**config.mk**
```make
export PLATFORM = sky130hd
export DESIGN_NAME = fault_monitor_supply_qualifier_flat
export DESIGN_NICKNAME = d
export VERILOG_FILES = /design/src/fmsq_pkg.sv /design/src/fmsq_if.sv /design/src/fault_monitor_supply_qualifier.sv /design/src/fmsq_cfg_regs.sv /design/src/fmsq_step.sv /design/src/flat_wrapper.sv
export SDC_FILE = /design/constraint.sdc
export NUM_CORES = 1
export LEC_CHECK = 0
export BUFFER_PORTS_ARGS = -buffer_cell sky130_fd_sc_hd__buf_2
export CAP_MARGIN = 20
export CORE_MARGIN = 5
export CORE_UTILIZATION = 62
export DETAILED_ROUTE_END_ITERATION = 12
export HOLD_SLACK_MARGIN = 0.12
export PLACE_DENSITY = 0.82
export SLEW_MARGIN = 20
export SYNTH_ARGS = -nofsm -noshare
export SYNTH_HDL_FRONTEND = slang
export SYNTH_HIERARCHICAL = 1
export SYNTH_SLANG_ARGS = --single-unit
```
**constraint.sdc**
```tcl
create_clock -name clk_i -period 8.8 [get_ports clk_i]
set_input_delay 1.76 -clock clk_i [delete_from_list [all_inputs] [get_ports clk_i]]
set_output_delay 1.76 -clock clk_i [all_outputs]
set_load 0.01 [all_outputs]
```
**src/fmsq_pkg.sv**
```systemverilog
// Package: shared types, fault numbering and constants of the supply fault monitor.
`timescale 1ns / 1ps
package fmsq_pkg;

  // Fault numbering: filters first, then supply and sensor faults
  localparam int FILTER_COUNT = 4;
  localparam int NUM_FAULTS   = FILTER_COUNT + 6;
  localparam int IDX_W        = 4;
  localparam int POS_W        = IDX_W + 1;

  localparam logic [IDX_W-1:0] F_LOST     = IDX_W'(FILTER_COUNT + 0);
  localparam logic [IDX_W-1:0] F_UNSTABLE = IDX_W'(FILTER_COUNT + 1);
  localparam logic [IDX_W-1:0] F_OVERTIME = IDX_W'(FILTER_COUNT + 2);
  localparam logic [IDX_W-1:0] F_TDS_IN   = IDX_W'(FILTER_COUNT + 3);
  localparam logic [IDX_W-1:0] F_TDS_OUT  = IDX_W'(FILTER_COUNT + 4);
  localparam logic [IDX_W-1:0] F_LEAK     = IDX_W'(FILTER_COUNT + 5);

  // Toggles of a short supply pulse before the supply counts as unstable
  localparam logic [7:0] UNSTABLE_TOGGLES = 8'd5;
  localparam logic [7:0] TOGGLE_MAX       = 8'd255;

  // Register reset values
  localparam logic [15:0] RST_TDS_LIMIT     = 16'd65535;
  localparam logic [31:0] RST_HAVE_WATER_MS = 32'd10000;
  localparam logic [31:0] RST_LOST_WATER_MS = 32'd20000;
  localparam logic [31:0] RST_PUMP_OVER_MS  = 32'd18000000;

  localparam int CFG_IDX_W = 3;

  typedef enum logic [CFG_IDX_W-1:0] {
    CFG_TDS_LIMIT_INLET  = 3'd0,
    CFG_TDS_LIMIT_OUTLET = 3'd1,
    CFG_HAVE_WATER_MS    = 3'd2,
    CFG_LOST_WATER_MS    = 3'd3,
    CFG_PUMP_OVERTIME_MS = 3'd4
  } cfg_reg_e;

  typedef enum logic [1:0] {
    SUP_NORMAL   = 2'd0,
    SUP_LOST     = 2'd1,
    SUP_UNSTABLE = 2'd2
  } supply_e;

  typedef struct packed {
    logic [15:0] tds_limit_inlet;
    logic [15:0] tds_limit_outlet;
    logic [31:0] have_water_ms;
    logic [31:0] lost_water_ms;
    logic [31:0] pump_overtime_ms;
  } cfg_t;

  typedef struct packed {
    logic [31:0]             now_ms;
    logic [FILTER_COUNT-1:0] filter_expired;
    logic                    water_present;
    logic [31:0]             pump_run_ms;
    logic [15:0]             tds_inlet;
    logic [15:0]             tds_outlet;
    logic                    leak_detected;
    logic [IDX_W-1:0]        query_index;
  } poll_t;

  typedef struct packed {
    logic [NUM_FAULTS-1:0] fault_flags;
    logic [NUM_FAULTS-1:0] new_faults;
    logic [IDX_W-1:0]      last_new_fault;
    logic                  all_cleared;
    logic                  cancel_display;
    logic                  pump_off;
    logic [IDX_W-1:0]      next_fault;
    logic                  next_valid;
  } result_t;

  typedef struct packed {
    logic [NUM_FAULTS-1:0] fault_latch;
    supply_e               supply_state;
    logic                  water_seen_before;
    logic [31:0]           time_water_arrived;
    logic [31:0]           time_water_left;
    logic [7:0]            toggle_count;
    logic [IDX_W-1:0]      recent_fault;
    logic                  any_fault_before;
  } state_t;

endpackage

```
**src/fmsq_if.sv**
```systemverilog
// Interfaces: poll channel, result channel and register write channel.
`timescale 1ns / 1ps

interface fmsq_poll_if import fmsq_pkg::*; ();
  logic                    valid;
  logic                    ready;
  logic [31:0]             now_ms;
  logic [FILTER_COUNT-1:0] filter_expired;
  logic                    water_present;
  logic [31:0]             pump_run_ms;
  logic [15:0]             tds_inlet;
  logic [15:0]             tds_outlet;
  logic                    leak_detected;
  logic [IDX_W-1:0]        query_index;

  modport source (output valid, now_ms, filter_expired, water_present, pump_run_ms,
                  tds_inlet, tds_outlet, leak_detected, query_index, input ready);
  modport sink (input valid, now_ms, filter_expired, water_present, pump_run_ms,
                tds_inlet, tds_outlet, leak_detected, query_index, output ready);
endinterface

interface fmsq_result_if import fmsq_pkg::*; ();
  logic                  valid;
  logic                  ready;
  logic [NUM_FAULTS-1:0] fault_flags;
  logic [NUM_FAULTS-1:0] new_faults;
  logic [IDX_W-1:0]      last_new_fault;
  logic                  all_cleared;
  logic                  cancel_display;
  logic                  pump_off;
  logic [IDX_W-1:0]      next_fault;
  logic                  next_valid;

  modport source (output valid, fault_flags, new_faults, last_new_fault, all_cleared,
                  cancel_display, pump_off, next_fault, next_valid, input ready);
  modport sink (input valid, fault_flags, new_faults, last_new_fault, all_cleared,
                cancel_display, pump_off, next_fault, next_valid, output ready);
endinterface

interface fmsq_cfg_if import fmsq_pkg::*; ();
  logic                 valid;
  logic                 ready;
  logic [CFG_IDX_W-1:0] index;
  logic [31:0]          data;

  modport source (output valid, index, data, input ready);
  modport sink (input valid, index, data, output ready);
endinterface

```
**src/fault_monitor_supply_qualifier.sv**
```systemverilog
// Top level: poll register, state registers, result register and channel handshakes.
//
// Fault monitor with supply qualifier. Each poll word on poll_i gives exactly one result
// word on result_o. A poll is taken every clock cycle while results drain: the sustained
// rate is one poll per cycle. Each poll is held first in the poll register, then in the
// result register. The rate is set by the single-pass update logic, whose state
// (latched faults, supply qualifier, timestamps, toggle counter) closes its loop through
// the state register alone. A stalled result_o holds the result and the poll register,
// and poll_i.ready drops only when both are full. The user must write thresholds on cfg_i
// (always ready) only while no poll is in flight; the block itself does not enforce it.
// Indexes beyond the register list are ignored. Timestamp differences wrap modulo 2^32.
`timescale 1ns / 1ps
module fault_monitor_supply_qualifier import fmsq_pkg::*; (
  input  logic        clk_i,
  input  logic        rst_ni,
  fmsq_poll_if.sink   poll_i,
  fmsq_result_if.source result_o,
  fmsq_cfg_if.sink    cfg_i
);

  cfg_t    cfg;
  poll_t   poll_q;
  logic    poll_vld_q;
  state_t  state_q, state_d;
  result_t res_q, res_d;
  logic    res_vld_q;
  logic    advance;
  logic    fire;
  logic    take;

  // Registers
  fmsq_cfg_regs u_cfg (
    .clk_i      (clk_i),
    .rst_ni     (rst_ni),
    .wr_en_i    (cfg_i.valid && cfg_i.ready),
    .wr_index_i (cfg_reg_e'(cfg_i.index)),
    .wr_data_i  (cfg_i.data),
    .cfg_o      (cfg)
  );
  assign cfg_i.ready = 1'b1;

  // Pipeline handshake
  assign advance      = !res_vld_q || result_o.ready;
  assign fire         = poll_vld_q && advance;
  assign poll_i.ready = !poll_vld_q || advance;
  assign take         = poll_i.valid && poll_i.ready;

  // Poll register
  always_ff @(posedge clk_i or negedge rst_ni) begin
    if (!rst_ni) begin
      poll_vld_q <= 1'b0;
    end else if (poll_i.ready) begin
      poll_vld_q <= poll_i.valid;
    end
  end

  always_ff @(posedge clk_i) begin
    if (take) begin
      poll_q.now_ms         <= poll_i.now_ms;
      poll_q.filter_expired <= poll_i.filter_expired;
      poll_q.water_present  <= poll_i.water_present;
      poll_q.pump_run_ms    <= poll_i.pump_run_ms;
      poll_q.tds_inlet      <= poll_i.tds_inlet;
      poll_q.tds_outlet     <= poll_i.tds_outlet;
      poll_q.leak_detected  <= poll_i.leak_detected;
      poll_q.query_index    <= poll_i.query_index;
    end
  end

  // Update logic
  fmsq_step u_step (
    .cfg_i    (cfg),
    .state_i  (state_q),
    .poll_i   (poll_q),
    .state_o  (state_d),
    .result_o (res_d)
  );

  // Monitor state
  always_ff @(posedge clk_i or negedge rst_ni) begin
    if (!rst_ni) begin
      state_q.fault_latch        <= '0;
      state_q.supply_state       <= SUP_NORMAL;
      state_q.water_seen_before  <= 1'b1;
      state_q.time_water_arrived <= '0;
      state_q.time_water_left    <= '0;
      state_q.toggle_count       <= '0;
      state_q.recent_fault       <= '0;
      state_q.any_fault_before   <= 1'b0;
    end else if (fire) begin
      state_q <= state_d;
    end
  end

  // Result register
  always_ff @(posedge clk_i or negedge rst_ni) begin
    if (!rst_ni) begin
      res_vld_q <= 1'b0;
    end else if (advance) begin
      res_vld_q <= poll_vld_q;
    end
  end

  always_ff @(posedge clk_i) begin
    if (fire) begin
      res_q <= res_d;
    end
  end

  assign result_o.valid          = res_vld_q;
  assign result_o.fault_flags    = res_q.fault_flags;
  assign result_o.new_faults     = res_q.new_faults;
  assign result_o.last_new_fault = res_q.last_new_fault;
  assign result_o.all_cleared    = res_q.all_cleared;
  assign result_o.cancel_display = res_q.cancel_display;
  assign result_o.pump_off       = res_q.pump_off;
  assign result_o.next_fault     = res_q.next_fault;
  assign result_o.next_valid     = res_q.next_valid;

endmodule

```
**src/fmsq_cfg_regs.sv**
```systemverilog
// Configuration register file: thresholds and supply timings.
`timescale 1ns / 1ps
module fmsq_cfg_regs import fmsq_pkg::*; (
  input  logic           clk_i,
  input  logic           rst_ni,
  input  logic           wr_en_i,
  input  cfg_reg_e       wr_index_i,
  input  logic [31:0]    wr_data_i,
  output cfg_t           cfg_o
);

  cfg_t cfg_q, cfg_d;

  // Decode a write; indexes beyond the list are dropped
  always_comb begin
    cfg_d = cfg_q;
    if (wr_en_i) begin
      unique case (wr_index_i)
        CFG_TDS_LIMIT_INLET:  cfg_d.tds_limit_inlet  = wr_data_i[15:0];
        CFG_TDS_LIMIT_OUTLET: cfg_d.tds_limit_outlet = wr_data_i[15:0];
        CFG_HAVE_WATER_MS:    cfg_d.have_water_ms    = wr_data_i;
        CFG_LOST_WATER_MS:    cfg_d.lost_water_ms    = wr_data_i;
        CFG_PUMP_OVERTIME_MS: cfg_d.pump_overtime_ms = wr_data_i;
        default: ;
      endcase
    end
  end

  always_ff @(posedge clk_i or negedge rst_ni) begin
    if (!rst_ni) begin
      cfg_q.tds_limit_inlet  <= RST_TDS_LIMIT;
      cfg_q.tds_limit_outlet <= RST_TDS_LIMIT;
      cfg_q.have_water_ms    <= RST_HAVE_WATER_MS;
      cfg_q.lost_water_ms    <= RST_LOST_WATER_MS;
      cfg_q.pump_overtime_ms <= RST_PUMP_OVER_MS;
    end else begin
      cfg_q <= cfg_d;
    end
  end

  assign cfg_o = cfg_q;

endmodule

```
**src/fmsq_step.sv**
```systemverilog
// Single-poll update: fault latching, supply qualifier and next-fault search.
`timescale 1ns / 1ps
module fmsq_step import fmsq_pkg::*; (
  input  cfg_t    cfg_i,
  input  state_t  state_i,
  input  poll_t   poll_i,
  output state_t  state_o,
  output result_t result_o
);

  logic [NUM_FAULTS-1:0] latch;
  logic [NUM_FAULTS-1:0] raised;
  logic [IDX_W-1:0]      recent;
  supply_e               sup;
  logic                  seen;
  logic [31:0]           arrived;
  logic [31:0]           left_at;
  logic [7:0]            toggles;
  logic [7:0]            toggles_inc;
  logic                  cancel;
  logic                  pump_off;
  logic [31:0]           since_arrived;
  logic [31:0]           since_left;
  logic [IDX_W-1:0]      start;
  logic [POS_W-1:0]      pos;
  logic [IDX_W-1:0]      next;
  logic                  next_vld;

  assign since_arrived = poll_i.now_ms - state_i.time_water_arrived;
  assign toggles_inc   = (state_i.toggle_count == TOGGLE_MAX) ? TOGGLE_MAX
                                                              : state_i.toggle_count + 8'd1;

  always_comb begin
    latch    = state_i.fault_latch;
    raised   = '0;
    recent   = state_i.recent_fault;
    sup      = state_i.supply_state;
    seen     = state_i.water_seen_before;
    arrived  = state_i.time_water_arrived;
    left_at  = state_i.time_water_left;
    toggles  = state_i.toggle_count;
    cancel   = 1'b0;
    pump_off = 1'b0;

    // Filter faults follow the expiry bits; raised in index order
    for (int i = 0; i < FILTER_COUNT; i++) begin
      if (poll_i.filter_expired[i]) begin
        if (!latch[i]) begin
          latch[i]  = 1'b1;
          raised[i] = 1'b1;
          recent    = IDX_W'(i);
        end
      end else begin
        latch[i] = 1'b0;
      end
    end

    // Supply qualifier
    if (poll_i.water_present) begin
      if (!seen) begin
        seen    = 1'b1;
        arrived = poll_i.now_ms;
      end else if (since_arrived > cfg_i.have_water_ms) begin
        toggles = 8'd0;
        if (sup != SUP_NORMAL) begin
          sup              = SUP_NORMAL;
          latch[F_LOST]     = 1'b0;
          latch[F_UNSTABLE] = 1'b0;
        end
      end
      if (sup == SUP_LOST) begin
        sup           = SUP_NORMAL;
        latch[F_LOST] = 1'b0;
        cancel        = (recent == F_LOST);
      end
    end else if (seen) begin
      seen    = 1'b0;
      left_at = poll_i.now_ms;
      if (since_arrived < cfg_i.have_water_ms) begin
        toggles = toggles_inc;
        if (toggles_inc >= UNSTABLE_TOGGLES && sup != SUP_UNSTABLE) begin
          sup                = SUP_UNSTABLE;
          latch[F_LOST]      = 1'b0;
          latch[F_UNSTABLE]  = 1'b1;
          raised[F_UNSTABLE] = 1'b1;
          recent             = F_UNSTABLE;
          toggles            = 8'd0;
        end
      end
    end

    // Long absence: supply lost
    since_left = poll_i.now_ms - left_at;
    if (!poll_i.water_present && !seen && since_left > cfg_i.lost_water_ms &&
        sup != SUP_LOST) begin
      sup               = SUP_LOST;
      latch[F_UNSTABLE] = 1'b0;
      latch[F_LOST]     = 1'b1;
      raised[F_LOST]    = 1'b1;
      recent            = F_LOST;
    end

    // Pump, TDS and leak faults stay latched until reset
    if (poll_i.pump_run_ms > cfg_i.pump_overtime_ms && !latch[F_OVERTIME]) begin
      latch[F_OVERTIME]  = 1'b1;
      raised[F_OVERTIME] = 1'b1;
      recent             = F_OVERTIME;
    end
    if (poll_i.tds_inlet > cfg_i.tds_limit_inlet && !latch[F_TDS_IN]) begin
      latch[F_TDS_IN]  = 1'b1;
      raised[F_TDS_IN] = 1'b1;
      recent           = F_TDS_IN;
    end
    if (poll_i.tds_outlet > cfg_i.tds_limit_outlet && !latch[F_TDS_OUT]) begin
      latch[F_TDS_OUT]  = 1'b1;
      raised[F_TDS_OUT] = 1'b1;
      recent            = F_TDS_OUT;
    end
    if (poll_i.leak_detected && !latch[F_LEAK]) begin
      latch[F_LEAK]  = 1'b1;
      raised[F_LEAK] = 1'b1;
      recent         = F_LEAK;
      pump_off       = 1'b1;
    end
  end

  // Circular search after the query index; nearest offset wins
  always_comb begin
    start    = (poll_i.query_index < IDX_W'(NUM_FAULTS)) ? poll_i.query_index
                                                         : IDX_W'(NUM_FAULTS - 1);
    next     = '0;
    next_vld = 1'b0;
    pos      = '0;
    for (int k = NUM_FAULTS; k >= 1; k--) begin
      pos = {1'b0, start} + POS_W'(k);
      if (pos >= POS_W'(NUM_FAULTS)) begin
        pos = pos - POS_W'(NUM_FAULTS);
      end
      if (latch[pos[IDX_W-1:0]]) begin
        next     = pos[IDX_W-1:0];
        next_vld = 1'b1;
      end
    end
  end

  // Next state
  always_comb begin
    state_o.fault_latch        = latch;
    state_o.supply_state       = sup;
    state_o.water_seen_before  = seen;
    state_o.time_water_arrived = arrived;
    state_o.time_water_left    = left_at;
    state_o.toggle_count       = toggles;
    state_o.recent_fault       = recent;
    state_o.any_fault_before   = |latch;
  end

  // Result word
  always_comb begin
    result_o.fault_flags    = latch;
    result_o.new_faults     = raised;
    result_o.last_new_fault = recent;
    result_o.all_cleared    = state_i.any_fault_before && (latch == '0);
    result_o.cancel_display = cancel;
    result_o.pump_off       = pump_off;
    result_o.next_fault     = next;
    result_o.next_valid     = next_vld;
  end

endmodule
```
**src/flat_wrapper.sv**
```systemverilog
// flat-port wrapper written by rule: the top's interface ports become plain ports
module fault_monitor_supply_qualifier_flat import fmsq_pkg::*;
  (clk_i, rst_ni, poll_i_valid, poll_i_now_ms, poll_i_filter_expired, poll_i_water_present, poll_i_pump_run_ms, poll_i_tds_inlet, poll_i_tds_outlet, poll_i_leak_detected, poll_i_query_index, poll_i_ready, result_o_valid, result_o_fault_flags, result_o_new_faults, result_o_last_new_fault, result_o_all_cleared, result_o_cancel_display, result_o_pump_off, result_o_next_fault, result_o_next_valid, result_o_ready, cfg_i_valid, cfg_i_index, cfg_i_data, cfg_i_ready);
  fmsq_poll_if poll_i_i ();
  fmsq_result_if result_o_i ();
  fmsq_cfg_if cfg_i_i ();
  input  logic clk_i;
  input  logic rst_ni;
  input wire logic [$bits(poll_i_i.valid)-1:0] poll_i_valid;
  input wire logic [$bits(poll_i_i.now_ms)-1:0] poll_i_now_ms;
  input wire logic [$bits(poll_i_i.filter_expired)-1:0] poll_i_filter_expired;
  input wire logic [$bits(poll_i_i.water_present)-1:0] poll_i_water_present;
  input wire logic [$bits(poll_i_i.pump_run_ms)-1:0] poll_i_pump_run_ms;
  input wire logic [$bits(poll_i_i.tds_inlet)-1:0] poll_i_tds_inlet;
  input wire logic [$bits(poll_i_i.tds_outlet)-1:0] poll_i_tds_outlet;
  input wire logic [$bits(poll_i_i.leak_detected)-1:0] poll_i_leak_detected;
  input wire logic [$bits(poll_i_i.query_index)-1:0] poll_i_query_index;
  output wire logic [$bits(poll_i_i.ready)-1:0] poll_i_ready;
  output wire logic [$bits(result_o_i.valid)-1:0] result_o_valid;
  output wire logic [$bits(result_o_i.fault_flags)-1:0] result_o_fault_flags;
  output wire logic [$bits(result_o_i.new_faults)-1:0] result_o_new_faults;
  output wire logic [$bits(result_o_i.last_new_fault)-1:0] result_o_last_new_fault;
  output wire logic [$bits(result_o_i.all_cleared)-1:0] result_o_all_cleared;
  output wire logic [$bits(result_o_i.cancel_display)-1:0] result_o_cancel_display;
  output wire logic [$bits(result_o_i.pump_off)-1:0] result_o_pump_off;
  output wire logic [$bits(result_o_i.next_fault)-1:0] result_o_next_fault;
  output wire logic [$bits(result_o_i.next_valid)-1:0] result_o_next_valid;
  input wire logic [$bits(result_o_i.ready)-1:0] result_o_ready;
  input wire logic [$bits(cfg_i_i.valid)-1:0] cfg_i_valid;
  input wire logic [$bits(cfg_i_i.index)-1:0] cfg_i_index;
  input wire logic [$bits(cfg_i_i.data)-1:0] cfg_i_data;
  output wire logic [$bits(cfg_i_i.ready)-1:0] cfg_i_ready;
  assign poll_i_i.valid = poll_i_valid;
  assign poll_i_i.now_ms = poll_i_now_ms;
  assign poll_i_i.filter_expired = poll_i_filter_expired;
  assign poll_i_i.water_present = poll_i_water_present;
  assign poll_i_i.pump_run_ms = poll_i_pump_run_ms;
  assign poll_i_i.tds_inlet = poll_i_tds_inlet;
  assign poll_i_i.tds_outlet = poll_i_tds_outlet;
  assign poll_i_i.leak_detected = poll_i_leak_detected;
  assign poll_i_i.query_index = poll_i_query_index;
  assign poll_i_ready = poll_i_i.ready;
  assign result_o_valid = result_o_i.valid;
  assign result_o_fault_flags = result_o_i.fault_flags;
  assign result_o_new_faults = result_o_i.new_faults;
  assign result_o_last_new_fault = result_o_i.last_new_fault;
  assign result_o_all_cleared = result_o_i.all_cleared;
  assign result_o_cancel_display = result_o_i.cancel_display;
  assign result_o_pump_off = result_o_i.pump_off;
  assign result_o_next_fault = result_o_i.next_fault;
  assign result_o_next_valid = result_o_i.next_valid;
  assign result_o_i.ready = result_o_ready;
  assign cfg_i_i.valid = cfg_i_valid;
  assign cfg_i_i.index = cfg_i_index;
  assign cfg_i_i.data = cfg_i_data;
  assign cfg_i_ready = cfg_i_i.ready;
  fault_monitor_supply_qualifier u_core (.clk_i(clk_i), .rst_ni(rst_ni), .poll_i(poll_i_i), .result_o(result_o_i), .cfg_i(cfg_i_i));
endmodule
```
Yosys cells after proc, flatten, opt, wreduce, memory -nomap -nowiden. Cells that the tools add are included.

Bits in read-only memories: 0. Bits in latches: 0. RAM bits: 0. Word-level logic and storage cells: 241. Bits in registers: 358. Memories kept: 0. Input bits: 146. Output and inout port bits: 35.

$mul: 0. Bitwise gates (word level): 2. Mux-type cells: 106. Equal/unequal tests: 10. Shift-type cells: 0. Div/mod/pow operators: 0. $lt $le $gt $ge: 28. Reduce and logical (&&, ||, !) cells: 36. $add $sub $neg: 23.

Operators by type and width (number): 2-to-1 mux 4 bit (38); > comparator 32 bit (3); 2-to-1 mux 32 bit (2); subtractor 32 bit (2); 2-to-1 mux 8 bit (7); >= comparator 5 x 4 -> 1 bit, second input constant (10); less-than comparator 4 x 5 -> 1 bit, second input constant (10); binary-select mux 1 bit (select 4 bit) (10); subtractor 4 bit, second input constant (10); 2-to-1 mux 2 bit (18); > comparator 16 bit (2); less-than comparator 32 bit (1); 2-to-1 mux 1 bit (31); adder 4 x 3 -> 5 bit, second input constant (4); adder 4 x 4 -> 5 bit, second input constant (3); AND reduction 2 bit (6); logical AND 1 bit (11); adder 4 x 2 -> 5 bit, second input constant (2); logical NOT 10 bit (1); OR reduction 10 bit (1); OR reduction 9 bit (1); adder 8 x 1 -> 8 bit, second input constant (1); equality test 8 bit, second input constant (1); >= comparator 8 x 3 -> 1 bit, second input constant (1); 17 further kinds (29).

Depth between registers and ports, before layout.
Depth in word-level cells: 23. Gate-level depth with buffers: 33. Gate-level depth less buffers: 33.

Hierarchy. The synthesis kept the hierarchy.

By module, submodules not included: fmsq_step (instances 1, sequential area each 0.0 sq um, area an instance 10262.3 sq um, cells each 1542); fault_monitor_supply_qualifier (instances 1, sequential area each 6447.4 sq um, area an instance 8050.2 sq um, cells each 338); fmsq_cfg_regs (instances 1, sequential area each 3264.4 sq um, area an instance 4865.9 sq um, cells each 275).

Least setup slack after synthesis. Ideal clock, no wire load.

Path kind: register to register. From: register u_core/poll_q[69] (netlist name). To: register u_core.res_q (netlist bit u_core/result_o.next_valid) (data pin). Period minus slack after synthesis: 7.445 ns. Data arrival time: 7.194 ns. Setup time: 0.251 ns. Data required time: 8.549 ns. Path buffers: 4. Stages on the path, launching flop included: 32. Setup slack: 1.355 ns. Cell sequence: edfxtp_1 -> clkbuf_1 -> nor2b_1 -> clkbuf_1 -> clkbuf_1 -> mux2i_1 -> ha_1 -> a21oi_1 -> o22ai_1 -> a211o_1 -> a21oi_1 -> o211ai_1 -> a31oi_1 -> a211oi_1 -> and4_1 -> or3b_2 -> a221o_1 -> a21oi_1 -> xnor2_1 -> ha_1 -> nand4_1 -> nor4_1 -> a31oi_1 -> and2_1 -> a22oi_1 -> o32a_2 -> inv_2 -> mux4_2 -> o21ai_2 -> nand3b_1 -> or4_1 -> buf_4.

RTL lines: start, declared (RTL line fault_monitor_supply_qualifier.sv:22) `poll_t poll_q;`; end signal, assigned (RTL line fault_monitor_supply_qualifier.sv:106) `res_q <= res_d;`; end, declared (RTL line fault_monitor_supply_qualifier.sv:25) `result_t res_q, res_d;`.

==> flow_summary_export.csv <==
group,metric,value,unit
status,status,"finished clean",
die,core-area,36800,um^2
critical_path,crit_type,"reg2reg",
cells_and_area,layout-drive-gt1-share,0.229,
clocking,htree_levels,2,
global_routing,grt_pass1_vias,17600,
synthesis,synthTopCellsByArea,"dfrtp_1 18%, edfxtp_1 18%, ha_1 11%",
sta,fin_skew,32.4,ps
clocking,clock_path_buffers,3,
worst_hold_path,whs_endpoint,"u_core/u_cfg/cfg_o[69]$_DFFE_PN0P_",
power_and_ir_drop,cellPowerDensity,306,nW/um^2
die,die_w,203,um
drt,ant_nets,0,
clocking,numClockSinks,358,
critical_path,cp_max_fo,8,
synthesis,yosysUniqueCellTypes,102,
global_routing,grt_max_degree,95,
place,hpwl,43300,um
die,floorplan.initialDensity,0.630,
power_and_ir_drop,p_sw,0.00300,W
critical_path,crit_path_start_kind,"register",
synthesis,synth_common_cells,"227 x inv_1, 208 x ha_1, 170 x dfrtp_1",
cells_and_area,fin_util,0.696,
sta,final_max_slew_viol_count,0,
synthesis,synth_edf_count,138,
global_routing,grt_usage,0.283,
synthesis,postSynthCellCount,2155,
die,rows,70,
cells_and_area,syn_to_final_growth,10.4,%
global_routing,antenna_found_initial,0,
critical_path,reg2reg_depth,30,
die,die_y,203,um
sta,period_needed,8310,ps
synthesis,ys_seq_area_frac,0.419,
synthesis,synth_nets,2512,
synthesis,yosysWarningCount,6,
critical_path,r2r_start,"u_core/poll_q[69]$_DFFE_PP_",
cells_and_area,nNetsFinal,2665,
worst_hold_path,hold_depth,1,
clocking,cts_buffers,39,
synthesis,synth_area_leader_cell,"dfrtp_1",
power_and_ir_drop,intPower,0.00482,W
power_and_ir_drop,power.share.sequential,0.304,
sta,clock.fmax,120,MHz
drt,drtIter0Drc,1125,
synthesis,ys.flop_type,"dfrtp_1",
drt,wl_per_cell,21.1,um
sta,finalSetupViolations,0,
worst_hold_path,hold_class,"reg2reg",
drt,dr_total_vias,17300,
sta,finalCritPeriodShare,0.945,
sta,rsz0062_at_grt,"false",
place,gp_congestion,0.935,
clocking,ctsHoldBuffers,0,
cells_and_area,antenna_cells,0,
power_and_ir_drop,leakagePower,11.6,nW
sta,tightest_slew,1090,ps
critical_path,critPathTopFamily,"compound AO/OA/AOI/OAI gates",
synthesis,async_flop_share,0.615,
place,portBuffers,179,
global_routing,grt_pass1_wl,94300,um
clocking,insertion_delay,580,ps
power_and_ir_drop,p_sw_frac,0.384,
critical_path,r2r_end,"u_core/result_o.next_fault[1]$_DFFE_PP_",
job,drv_cap,0,
global_routing,gr-total-overflow,0,
power_and_ir_drop,pwr-share-clk,0.218,
critical_path,slowest_stage,"edfxtp_1",
critical_path,cp_num_buf_inv,3,
synthesis,synth_area,23200,um^2
critical_path,critPathArrivalTime,8600,ps
sta,slew_headroom,0.269,
critical_path,required,9090,ps
sta,fin_setup_tns,0,ps
sta,finalHoldViolCount,0,
critical_path,endpoint_kind,"register",
clocking,path_clk_slew,70,ps
critical_path,r2r_slack,490,ps
synthesis,ys_ff_latch,358,
clocking,cts_tree,"built",
die,ios,181,
power_and_ir_drop,comb_power_share,0.478,
drt,drc_errors,0,
drt,wirelength,59200,um
die,dieArea,41400,um^2
synthesis,yosys.area.top_type_share,0.184,
critical_path,slowest_delay,550,ps
synthesis,syn_avg_cell_area,10.8,um^2
power_and_ir_drop,ir_worst_vdd,295,uV
drt,drt_pass1_iterations,7,
clocking,cts_root_buffer,"clkbuf_16",
worst_hold_path,hold_path.startpoint,"u_core/u_cfg/cfg_o[69]$_DFFE_PN0P_",
cells_and_area,fillers,2639,
synthesis,synth_most_common_cell,"inv_1",
critical_path,cpMostUsedCell,"o21a_1",
drt,routed_via_density,6.15,
==> cell usage in the layout (no fill, tap or decap), drive strengths merged, types with 6 or more instances in the layout <==
cell type and instances:
xor2 11, nor4 15, ha 208, o21a 25, inv 233, or3 11
o21bai 11, a211oi 13, a21o 27, mux2 222, dfrtp 170, and3 12
o2111ai 7, a31o 7, a31oi 22, a21boi 7, nor3 34, clkbuf 57
o211ai 15, o31ai 10, nor2b 24, mux2i 38, nand2 125, dfstp 50
nand3b 6, nand3 38, edfxtp 138, nand2b 23, clkinv 10, a211o 6
nand4 42, xnor2 55, o21ai 117, a21oi 124, nor2 109, buf 192
and2 14, or2 9
==> sequential cells by signal (all words and copies together) (netlist names) <==
| name | cells |
|---|---|
| u_core/result_o.fault_flags | 10 |
| u_core/state_q | 90 |
| u_core/u_cfg/cfg_o | 128 |
| u_core/result_o.pump_off | 1 |
| u_core/result_o.next_fault | 4 |
| u_core/result_o.valid | 1 |
| u_core/result_o.new_faults | 10 |
| u_core/result_o.all_cleared | 1 |
| u_core/poll_q | 106 |
| u_core/poll_vld_q | 1 |
| u_core/result_o.last_new_fault | 4 |
| u_core/result_o.cancel_display | 1 |
| u_core/result_o.next_valid | 1 |
==> layout make-up <==
cell class,instances,area [um^2],share of cell area
multi-input combinational,1484,12100,0.471
tap,468,586,0.0229
sequential,358,9710,0.379
timing repair buffer,193,1030,0.0401
inverter,232,871,0.0340
clock buffer,56,1120,0.0438
clock inverter,16,216,0.00846
==> per-stage QoR <==
stage                     hold WS [ps]  cell area [um^2]  cells  total power (W)  worst slack [ps]
final                              492             25600   2807          0.00782               486
after floorplan                    458             23200   2155          0.00513              1360
after global routing               518             25600   2807          0.00836              70.3
after detailed placement           475             24200   2732          0.00600               389
after CTS                          491             25500   2804          0.00777               334
after global placement             469             24200   2732          0.00585               774
==> worst max-delay path by stage <==
stage | from | end | slack (ps) | cells past startpoint
after floorplan | u_core/poll_q[69]$_DFFE_PP_ | u_core/result_o.next_valid$_DFFE_PP_ | 1360 | 31
after global placement | u_core/state_q[77]$_DFFE_PN1P_ | u_core/result_o.next_fault[1]$_DFFE_PP_ | 770 | 28
after detailed placement | u_core/poll_q[69]$_DFFE_PP_ | u_core/result_o.next_fault[1]$_DFFE_PP_ | 390 | 30
after CTS | u_core/poll_q[69]$_DFFE_PP_ | u_core/result_o.next_fault[1]$_DFFE_PP_ | 330 | 30
after global routing | u_core/poll_q[69]$_DFFE_PP_ | u_core/result_o.next_fault[1]$_DFFE_PP_ | 70 | 30
final | u_core/poll_q[69]$_DFFE_PP_ | u_core/result_o.next_fault[1]$_DFFE_PP_ | 490 | 30
==> cells by family after synthesis <==
logic type	after synthesis	share of synthesized area
AOI/OAI and AO/OA	456	0.127
xor gates and xnor gates	66	0.0256
adders and majority gates	211	0.115
buffers and inverters	313	0.0642
DFF	358	0.419
muxes	263	0.142
other	1	0.000162
and+or+nand+nor	487	0.107
==> power groups by stage <==
| stage | registers, W | logic, W | clock network (W) |
|---|---|---|---|
| 6_report | 0.00238 | 0.00374 | 0.00171 |
| 2_1_floorplan | 0.00233 | 0.00280 | 0 |
| 3_5_place_dp | 0.00239 | 0.00360 | 0 |
| 3_3_place_gp | 0.00237 | 0.00347 | 0 |
| 4_1_cts | 0.00237 | 0.00366 | 0.00173 |
| 5_1_grt | 0.00242 | 0.00413 | 0.00181 |
==> timing repair <==
item / 4_1_cts / 5_1_grt
resized for setup: 0 / 4
buffers inserted: 0 / 2
setup endpoints to repair: 0 / 5
==> worst reg2reg max path, delay by kind of cell, from the launching register on <==
family / cells / cell delay (ps)
AOI/OAI and AO/OA: 17 / 4440
xor gates and xnor gates: 1 / 150
buffers and inverters: 3 / 350
muxes: 1 / 500
and+or+nand+nor: 5 / 1120
adders and majority gates: 3 / 940
DFF: 1 / 550
==> per-layer routing <==
| layer | track usage | up-vias | share of wire |
|---|---|---|---|
| met5 | 0 | - | 0 |
| met4 | 0.0923 | 0 | 0.033 |
| met3 | 0.0404 | 140 | 0.058 |
| met2 | 0.477 | 618 | 0.47 |
| met1 | 0.381 | 8418 | 0.44 |
| li1 | - | 8088 | - |
Power figures use the tool's default switching activity.
